### config.mk
export PLATFORM = sky130hd
export DESIGN_NAME = fmpc_cell
export DESIGN_NICKNAME = d
export VERILOG_FILES = /design/src/hw/rtl/first_match_packet_rule_classifier_core_assert.svh /design/src/hw/rtl/fmpc_pkg.sv /design/src/hw/rtl/fmpc_cell.sv
export SDC_FILE = /design/constraint.sdc
export NUM_CORES = 1
export LEC_CHECK = 0
export ABC_AREA = 1
export BUFFER_PORTS_ARGS = -buffer_cell sky130_fd_sc_hd__clkbuf_2
export CAP_MARGIN = 15
export CORE_MARGIN = 4
export CORE_UTILIZATION = 50
export CTS_BUF_LIST = sky130_fd_sc_hd__clkbuf_4 sky130_fd_sc_hd__clkbuf_8
export CTS_CLUSTER_SIZE = 25
export DETAILED_ROUTE_END_ITERATION = 16
export PLACE_DENSITY_LB_ADDON = 0.3
export SLEW_MARGIN = 20
export SYNTH_ARGS = -nofsm -noshare
export SYNTH_HDL_FRONTEND = slang
export SYNTH_SLANG_ARGS = --single-unit
### constraint.sdc
create_clock -name clk -period 1.5 [get_ports clk]
set_input_delay 0.15 -clock clk [delete_from_list [all_inputs] [get_ports clk]]
set_output_delay 0.15 -clock clk [all_outputs]
set_load 0.02 [all_outputs]
### src/hw/rtl/first_match_packet_rule_classifier_core_assert.svh
// Assertion macros for the rule classifier core.
// Used by the top level; expects clk and arst_n in scope.
`ifndef FIRST_MATCH_PACKET_RULE_CLASSIFIER_CORE_ASSERT_SVH
`define FIRST_MATCH_PACKET_RULE_CLASSIFIER_CORE_ASSERT_SVH

// same-cycle implication, checked out of reset
`define FMPC_ASSERT_NOW(label, ante, cons) \
	label: assert property (@(posedge clk) disable iff (!arst_n) (ante) |-> (cons)) \
		else $error("fmpc assertion failed");

// next-cycle implication, checked out of reset
`define FMPC_ASSERT_NEXT(label, ante, cons) \
	label: assert property (@(posedge clk) disable iff (!arst_n) (ante) |=> (cons)) \
		else $error("fmpc assertion failed");

`endif

### src/hw/rtl/fmpc_pkg.sv
// Shared types, codes and sizes for the rule classifier.
// No dependencies.
package fmpc_pkg;

	localparam int MAX_RULES = 64;
	localparam int RULE_W = $clog2(MAX_RULES);
	localparam int CNT_W = $clog2(MAX_RULES + 1);
	localparam logic [15:0] PORT_LIMIT = 16'd1023;

	typedef enum logic {
		OP_CLASSIFY = 1'b0,
		OP_WRITE = 1'b1
	} opcode_t;

	typedef enum logic [3:0] {
		FS_DIR_MASK = 4'd0,
		FS_SRC_ADDR = 4'd1,
		FS_SRC_MASK = 4'd2,
		FS_DST_ADDR = 4'd3,
		FS_DST_MASK = 4'd4,
		FS_PROTO = 4'd5,
		FS_SP_MODE = 4'd6,
		FS_SP_VAL = 4'd7,
		FS_DP_MODE = 4'd8,
		FS_DP_VAL = 4'd9,
		FS_ACK_MODE = 4'd10,
		FS_ACTION = 4'd11
	} fsel_t;

	// rule protocol codes; packets are mapped onto the same codes
	typedef enum logic [1:0] {
		PR_ANY = 2'd0,
		PR_TCP = 2'd1,
		PR_UDP = 2'd2,
		PR_ICMP = 2'd3
	} proto_t;

	typedef enum logic [1:0] {
		PM_ANY = 2'd0,
		PM_ABOVE = 2'd1,
		PM_EXACT = 2'd2,
		PM_EXACT_ALT = 2'd3
	} pmode_t;

	typedef enum logic [1:0] {
		AM_ANY = 2'd0,
		AM_SET = 2'd1,
		AM_CLEAR = 2'd2,
		AM_ANY_ALT = 2'd3
	} ackmode_t;

	typedef enum logic [1:0] {
		RS_MATCHED = 2'd0,
		RS_NO_MATCH = 2'd1,
		RS_XMAS = 2'd2,
		RS_NOT_INSPECTED = 2'd3
	} reason_t;

	localparam logic [7:0] IPPROTO_ICMP = 8'd1;
	localparam logic [7:0] IPPROTO_TCP = 8'd6;
	localparam logic [7:0] IPPROTO_UDP = 8'd17;

	localparam int FL_FIN = 0;
	localparam int FL_PSH = 3;
	localparam int FL_ACK = 4;
	localparam int FL_URG = 5;

	typedef struct packed {
		logic opcode;
		logic [5:0] rule_slot;
		logic [3:0] field_select;
		logic [31:0] field_value;
		logic [1:0] pkt_direction;
		logic [31:0] src_address;
		logic [31:0] dst_address;
		logic [7:0] ip_protocol;
		logic [15:0] src_port_num;
		logic [15:0] dst_port_num;
		logic [5:0] tcp_flag_bits;
	} in_beat_t;

	typedef struct packed {
		logic verdict;
		logic [1:0] reason;
		logic [5:0] matched_rule;
	} out_beat_t;

	// item as it travels down the cell chain
	typedef struct packed {
		logic is_write;
		logic [5:0] slot;
		logic [3:0] sel;
		logic [31:0] value;
		logic outbound;
		logic [31:0] sa;
		logic [31:0] da;
		logic [1:0] proto;
		logic [15:0] sp;
		logic [15:0] dp;
		logic ack;
		logic done;
		logic verdict;
		logic [1:0] reason;
		logic [5:0] matched;
	} stage_t;

endpackage

### src/hw/rtl/fmpc_cell.sv
// One rule cell: holds a rule, takes writes aimed at it, and tests passing headers.
// Depends on fmpc_pkg.
module fmpc_cell (
	input logic clk,
	input logic arst_n,
	input logic adv,
	input logic [fmpc_pkg::RULE_W-1:0] idx,
	input logic [fmpc_pkg::CNT_W-1:0] count,
	input logic up_valid,
	input fmpc_pkg::stage_t up,
	output logic dn_valid,
	output fmpc_pkg::stage_t dn
);

	logic [31:0] src_addr_q, src_mask_q, dst_addr_q, dst_mask_q;
	logic [15:0] sp_val_q, dp_val_q;
	logic [1:0] sp_mode_q, dp_mode_q, dir_mask_q, proto_q, ack_mode_q;
	logic action_q;

	logic dn_valid_q;
	fmpc_pkg::stage_t dn_q;

	logic active, hit, src_ok, dst_ok, proto_ok, sp_ok, dp_ok, ack_ok, port_ok, dir_ok;
	logic wr_hit;
	fmpc_pkg::stage_t nxt;

	assign active = 8'(idx) < 8'(count);
	assign wr_hit = up_valid && up.is_write && (8'(up.slot) == 8'(idx));

	always_comb begin
		dir_ok = up.outbound ? dir_mask_q[1] : dir_mask_q[0];
		src_ok = (src_addr_q == 32'd0) || ((src_mask_q & up.sa) == (src_mask_q & src_addr_q));
		dst_ok = (dst_addr_q == 32'd0) || ((dst_mask_q & up.da) == (dst_mask_q & dst_addr_q));
		proto_ok = (proto_q == fmpc_pkg::PR_ANY) || (proto_q == up.proto);
		case (sp_mode_q)
			fmpc_pkg::PM_ANY: sp_ok = 1'b1;
			fmpc_pkg::PM_ABOVE: sp_ok = up.sp > fmpc_pkg::PORT_LIMIT;
			default: sp_ok = up.sp == sp_val_q;
		endcase
		case (dp_mode_q)
			fmpc_pkg::PM_ANY: dp_ok = 1'b1;
			fmpc_pkg::PM_ABOVE: dp_ok = up.dp > fmpc_pkg::PORT_LIMIT;
			default: dp_ok = up.dp == dp_val_q;
		endcase
		case (ack_mode_q)
			fmpc_pkg::AM_SET: ack_ok = up.ack;
			fmpc_pkg::AM_CLEAR: ack_ok = !up.ack;
			default: ack_ok = 1'b1;
		endcase
		if (up.proto == fmpc_pkg::PR_ICMP) begin
			// ICMP has no ports: any port constraint fails
			port_ok = (sp_mode_q == fmpc_pkg::PM_ANY) && (dp_mode_q == fmpc_pkg::PM_ANY);
		end else if (up.proto == fmpc_pkg::PR_TCP) begin
			port_ok = sp_ok && dp_ok && ack_ok;
		end else begin
			port_ok = sp_ok && dp_ok;
		end
		hit = active && dir_ok && src_ok && dst_ok && proto_ok && port_ok;

		nxt = up;
		if (!up.is_write && !up.done && hit) begin
			nxt.done = 1'b1;
			nxt.verdict = action_q;
			nxt.reason = fmpc_pkg::RS_MATCHED;
			nxt.matched = 6'(idx);
		end
	end

	always_ff @(posedge clk or negedge arst_n) begin
		if (!arst_n) begin
			dn_valid_q <= 1'b0;
		end else if (adv) begin
			dn_valid_q <= up_valid;
		end
	end

	always_ff @(posedge clk) begin
		if (adv) begin
			dn_q <= nxt;
		end
	end

	// rule storage, no reset: undefined until written
	always_ff @(posedge clk) begin
		if (adv && wr_hit) begin
			case (up.sel)
				fmpc_pkg::FS_DIR_MASK: dir_mask_q <= up.value[1:0];
				fmpc_pkg::FS_SRC_ADDR: src_addr_q <= up.value;
				fmpc_pkg::FS_SRC_MASK: src_mask_q <= up.value;
				fmpc_pkg::FS_DST_ADDR: dst_addr_q <= up.value;
				fmpc_pkg::FS_DST_MASK: dst_mask_q <= up.value;
				fmpc_pkg::FS_PROTO: proto_q <= up.value[1:0];
				fmpc_pkg::FS_SP_MODE: sp_mode_q <= up.value[1:0];
				fmpc_pkg::FS_SP_VAL: sp_val_q <= up.value[15:0];
				fmpc_pkg::FS_DP_MODE: dp_mode_q <= up.value[1:0];
				fmpc_pkg::FS_DP_VAL: dp_val_q <= up.value[15:0];
				fmpc_pkg::FS_ACK_MODE: ack_mode_q <= up.value[1:0];
				fmpc_pkg::FS_ACTION: action_q <= up.value[0];
				default: ;
			endcase
		end
	end

	assign dn_valid = dn_valid_q;
	assign dn = dn_q;

endmodule

## Word level (Yosys, flattened, before mapping)

Index checks and enable logic that the tools add are counted.

| storage, ports and cells | value |
|---|---|
| input port bits | 170 |
| output and inout bits | 154 |
| logic and storage cells | 102 |
| flip-flop bits (word level) | 325 |

| cells by class | value |
|---|---|
| magnitude comparators | 3 |
| reduce and logical (&&, ||, !) cells | 37 |
| multiplexer cells | 7 |
| bitwise operators | 4 |
| equality and inequality tests | 23 |

Operators by type and width:

| kind | count |
|---|---|
| $and 32x32->32 | 4 |
| $eq 32x32->1 | 2 |
| $logic_not 32->1 | 2 |
| $eq 16x16->1 | 2 |
| $gt 16x10->1 const B | 2 |
| $reduce_and 2->1 | 12 |
| $eq 4x3->1 const B | 4 |
| $eq 4x4->1 const B | 4 |
| $logic_and 1x1->1 | 13 |
| $mux 9 | 1 |
| $eq 2x1->1 const B | 4 |
| $eq 4x2->1 const B | 2 |
| $lt 6x7->1 | 1 |
| $eq 6x6->1 | 1 |
| $logic_not 2->1 | 3 |
| $pmux 1 s2 | 3 |
| $eq 2x2->1 const B | 2 |
| $eq 4x1->1 const B | 1 |
| $logic_not 4->1 | 1 |
| $logic_not 1->1 | 3 |
| $logic_or 1x1->1 | 3 |
| $mux 1 | 3 |
| $eq 2x2->1 | 1 |

## Depth between registers and ports, before layout

| depth | value |
|---|---|
| word-level depth | 9 |
| mapped depth | 13 |
| depth with buffers taken out | 13 |

## Worst setup path after synthesis

Ideal clock, no wire load.

| timing | value |
|---|---|
| path kind | input to register |
| start point | in idx[2] in the netlist's numbering |
| end point | reg dst_addr_q[0] (enable) |
| stages on the path | 7 |
| slack | -1105 ps |
| data required time | 1079 ps |
| data arrival time | 2184 ps |
| path buffers | 0 |
| setup time | 421 ps |
| cells stage by stage | inv_1 > o21ai_0 > a221oi_1 > nand2_1 > nor2_1 > nand3_1 > nor2_1 |

| between the ends | value |
|---|---|
| word-level cells in the longest chain between the ends | 4 |

RTL lines:

| element | line | text |
|---|---|---|
| start, declared | fmpc_cell.sv:7 | `input logic [fmpc_pkg::RULE_W-1:0] idx,` |
| $eq 6x6->1 | fmpc_cell.sv:28 | `assign wr_hit = up_valid && up.is_write && (8'(up.slot) == 8'(idx));` |
| $logic_and 1x1->1 | fmpc_cell.sv:28 |  |
| $logic_and 1x1->1 | fmpc_cell.sv:85 | `if (adv && wr_hit) begin` |
| $reduce_and 2->1 (no line) | -- |  |
| end signal, assigned | fmpc_cell.sv:90 | `fmpc_pkg::FS_DST_ADDR: dst_addr_q <= up.value;` |
| end, declared | fmpc_cell.sv:15 | `logic [31:0] src_addr_q, src_mask_q, dst_addr_q, dst_mask_q;` |

Every way passes these cells.
A chain may end at the register's enable or synchronous reset.

==> metrics.cfg <==
[detailed_routing]
wl_met3_um=2439
via_per_inst=4.839
wl_met1_um=13050
vias=9664
wl_um=33680
drc=0
dr.first_iter.drc_count=694
drt_first_pass_iters=5
wl_met2_um=17240
ant_nets=0
routedWlPerCell_um=16.86
dr.max_layer_used=met5

[worst_setup_path]
cp.arrival_ns=2.25
critPathRequiredTime_ns=1.81
reg2reg_slack_ns=-0.44
cp-start-kind=register
critPathKind=register to register
critPathMaxStageDelay_ns=0.44
path_cells=buf_6, inv_2, nand2_1, nand3_1, nand2_1, nor2_1, nand2_1, nor2_2, nand2_2, a21oi_4, nand3_4, nand2_2, nand2_2
endpoint_kind=register
ff2ff_path_depth=13
r2r-end=dn[2]
critPathSlowestCell=edfxtp_1
r2r-start=src_addr_q[25]
path_max_fanout=5

[global_routing]
grt_max_degree=89
grt_usage=0.2353
grt-ovfl-total=0
first_global_vias=9830
antenna_found_initial=2
grt_first_pass_wirelength_um=51560

[run_status]
outcome=finished, violations left
violations=negative setup slack

[finish]
nFillCells=1607
drive_gt1_frac=0.3319
areaGrowthSynthToFinish_pct=44.22
fin_nets=1805

[power_and_ir_drop]
seqPwrFrac=0.534
p_leak_nw=8.145
p_per_area_mw_per_mm2=1069
comb_power_share=0.101
pwr-share-clk=0.365
ir_drop_uv=940.4
intPower_mw=15.05
switching_power_mw=4.541
swShare=0.2318

[placed_design]
hpwl_um=22480
gp_congestion=0.8272
place_ws_ns=-0.4844
portBuffers=323

[min_path]
hold_path.class=primary input to register
worstHoldStart=up[110]
hold_depth=1
holdPathEnd=sp_val_q[0]

[logic_synthesis]
synthCells=1007
syn_nets=1184
yosysWarnings=0
yosysSeqAreaShare=0.7675
syn_area_mm2=0.01271
syn_area_per_cell_um2=12.62
yosysUniqueCellTypes=29
synth-seq-cells=325

[cts]
htree_levels=2
root_buffer=clkbuf_8
clock_path_buffers=3
cts.sinks=325
cts_tree=done
clk_pin_slew_ns=0.06
numCtsBuffers=51
clk_latency_ns=0.55

[sta]
max_freq_ghz=0.5156
period_share=1.293
finalClockSkew_ns=0.01443
period_needed_ns=1.939
setup_ws_ns=-0.4394
max_slew_margin=0.6473
rsz0062_at_grt=yes
setup-tns-final_ns=-3.931
setup-violations-final=10
tightestPinTransition_ns=0.5291
slew_viol_final=0
hold_viol=0
hold-worst-slack_ns=0.03401

[floorplan]
rows=58
core_area_mm2=0.02511
die_w_um=167.4
die_area_mm2=0.02803
die_h_um=167.4
start_util=0.5061
io_pins=324

[job]
maxCapViolations=0

[kinds of logic after synthesis]
| group | synth area share |
|---|---|
| AOI/OAI and AO/OA | 0.009550 |
| xor gates and xnor gates | 0.005514 |
| adders and majority gates | 0.006891 |
| buffers and inverters | 0.04755 |
| DFF | 0.7675 |
| and+or+nand+nor | 0.1629 |
[sequential cells by signal, summed over array words and instances (netlist names), 16 cells and up]
signal,count
dst_mask_q,32
dp_val_q,16
src_mask_q,32
sp_val_q,16
dn,153
dst_addr_q,32
src_addr_q,32
[worst max-delay path: cells and delay by family, from the launching register on]
family,cells,cell delay (ns)
AND/OR/NAND/NOR,10,0.88
flip-flops,1,0.44
AO/OA/AOI/OAI,1,0.21
buffers and inverters,2,0.18
[cells in the mapped netlist]
master,count,area (um2)
nand2_4,1,11.26
o21a_1,2,15.01
nand3_4,1,17.52
dfrtp_1,1,25.02
or2_1,16,100.1
a221oi_1,1,8.760
a21boi_2,1,11.26
nand3_1,82,410.4
o21ai_1,1,5.000
nor2_2,4,25.02
a211oi_1,1,7.510
ha_1,7,87.58
inv_1,159,596.8
o21ai_0,3,15.01
nand4_1,4,25.02
nand2_1,271,1017
o22ai_1,1,6.260
a21oi_4,1,16.27
xor2_1,5,43.79
o21ai_2,1,8.760
nor2_1,95,356.6
nor4_1,9,56.30
nor2_8,1,20.02
inv_2,2,7.510
edfxtp_1,324,9729
o211ai_1,1,7.510
a21oi_1,4,20.02
xnor2_1,3,26.28
nand2_2,5,31.28
[cell usage in the layout (no fill, tap or decap), types with 5 or more instances in the layout]
master,instances
nor2_1,77
nand2_2,13
clkinv_1,13
or2_1,16
clkbuf_2,322
clkbuf_4,18
nor2_4,9
buf_12,10
nor2_2,13
inv_1,155
nand2_1,262
edfxtp_1,324
clkinv_2,6
nand3_1,75
buf_4,77
xor2_1,5
dlygate4sd3_1,155
nand3_2,7
clkbuf_8,53
ha_1,7
nor4_1,5
[final cells by class]
class / instances / area (um2) / area share
Sequential cell: 325 / 9754 / 0.5322
Timing Repair Buffer: 567 / 3975 / 0.2169
Multi-Input combinational cell: 522 / 2577 / 0.1406
Clock buffer: 71 / 864.6 / 0.04717
Inverter: 161 / 631.9 / 0.03448
Tap cell: 330 / 412.9 / 0.02253
Clock inverter: 20 / 108.9 / 0.005939
Antenna cell: 1 / 2.502 / 0.0001365
[routing by layer]
metal,GRT usage,up-vias
met2,0.4147,402
met3,0.05548,82
met4,0.07904,2
li1,-,4636
met1,0.2868,4542
met5,0,-
[power by group through the flow]
stage / Sequential [mW] / Combinational (mW) / Clock [mW]
3_3_place_gp: 10.6 / 1.61 / 0
4_1_cts: 10.5 / 1.95 / 7.31
3_5_place_dp: 10.6 / 1.63 / 0
6_report: 10.5 / 1.98 / 7.15
2_1_floorplan: 11.1 / 0.238 / 0
5_1_grt: 10.5 / 2.13 / 7.78
[stage by stage]
step	util	power [mW]	instance area (um2)	instances
after global placement	0.6210	12.23	15590	1742
after floorplan	-	11.32	12820	1007
final	0.7299	19.59	18330	1997
after global routing	0.7299	20.39	18330	1997
after CTS	0.7230	19.71	18150	1989
after detailed placement	0.6210	12.27	15590	1742
[what timing repair did]
action | 4_1_cts | 5_1_grt
hold buffers | 155 | 0
resized for setup | 8 | 30
hold endpoints to repair | 311 | 0
pin swaps | 5 | 18
gates cloned | 0 | 1
setup buffers | 1 | 6
endpoints found under the setup margin | 10 | 10
[worst max-delay path by stage]
stage | startpoint | slack [ns] | cells past startpoint | to
2_1_floorplan | idx[0] | -0.20 | 7 | dst_mask_q[0]
3_3_place_gp | src_addr_q[24] | -0.45 | 8 | dn[0]
3_5_place_dp | src_addr_q[24] | -0.48 | 8 | dn[0]
4_1_cts | ack_mode_q[0] | -0.41 | 11 | dn[0]
5_1_grt | src_addr_q[27] | -0.54 | 12 | dn[2]
6_report | src_addr_q[25] | -0.44 | 13 | dn[2]
Note: power is estimated with default switching activity, not from simulation.
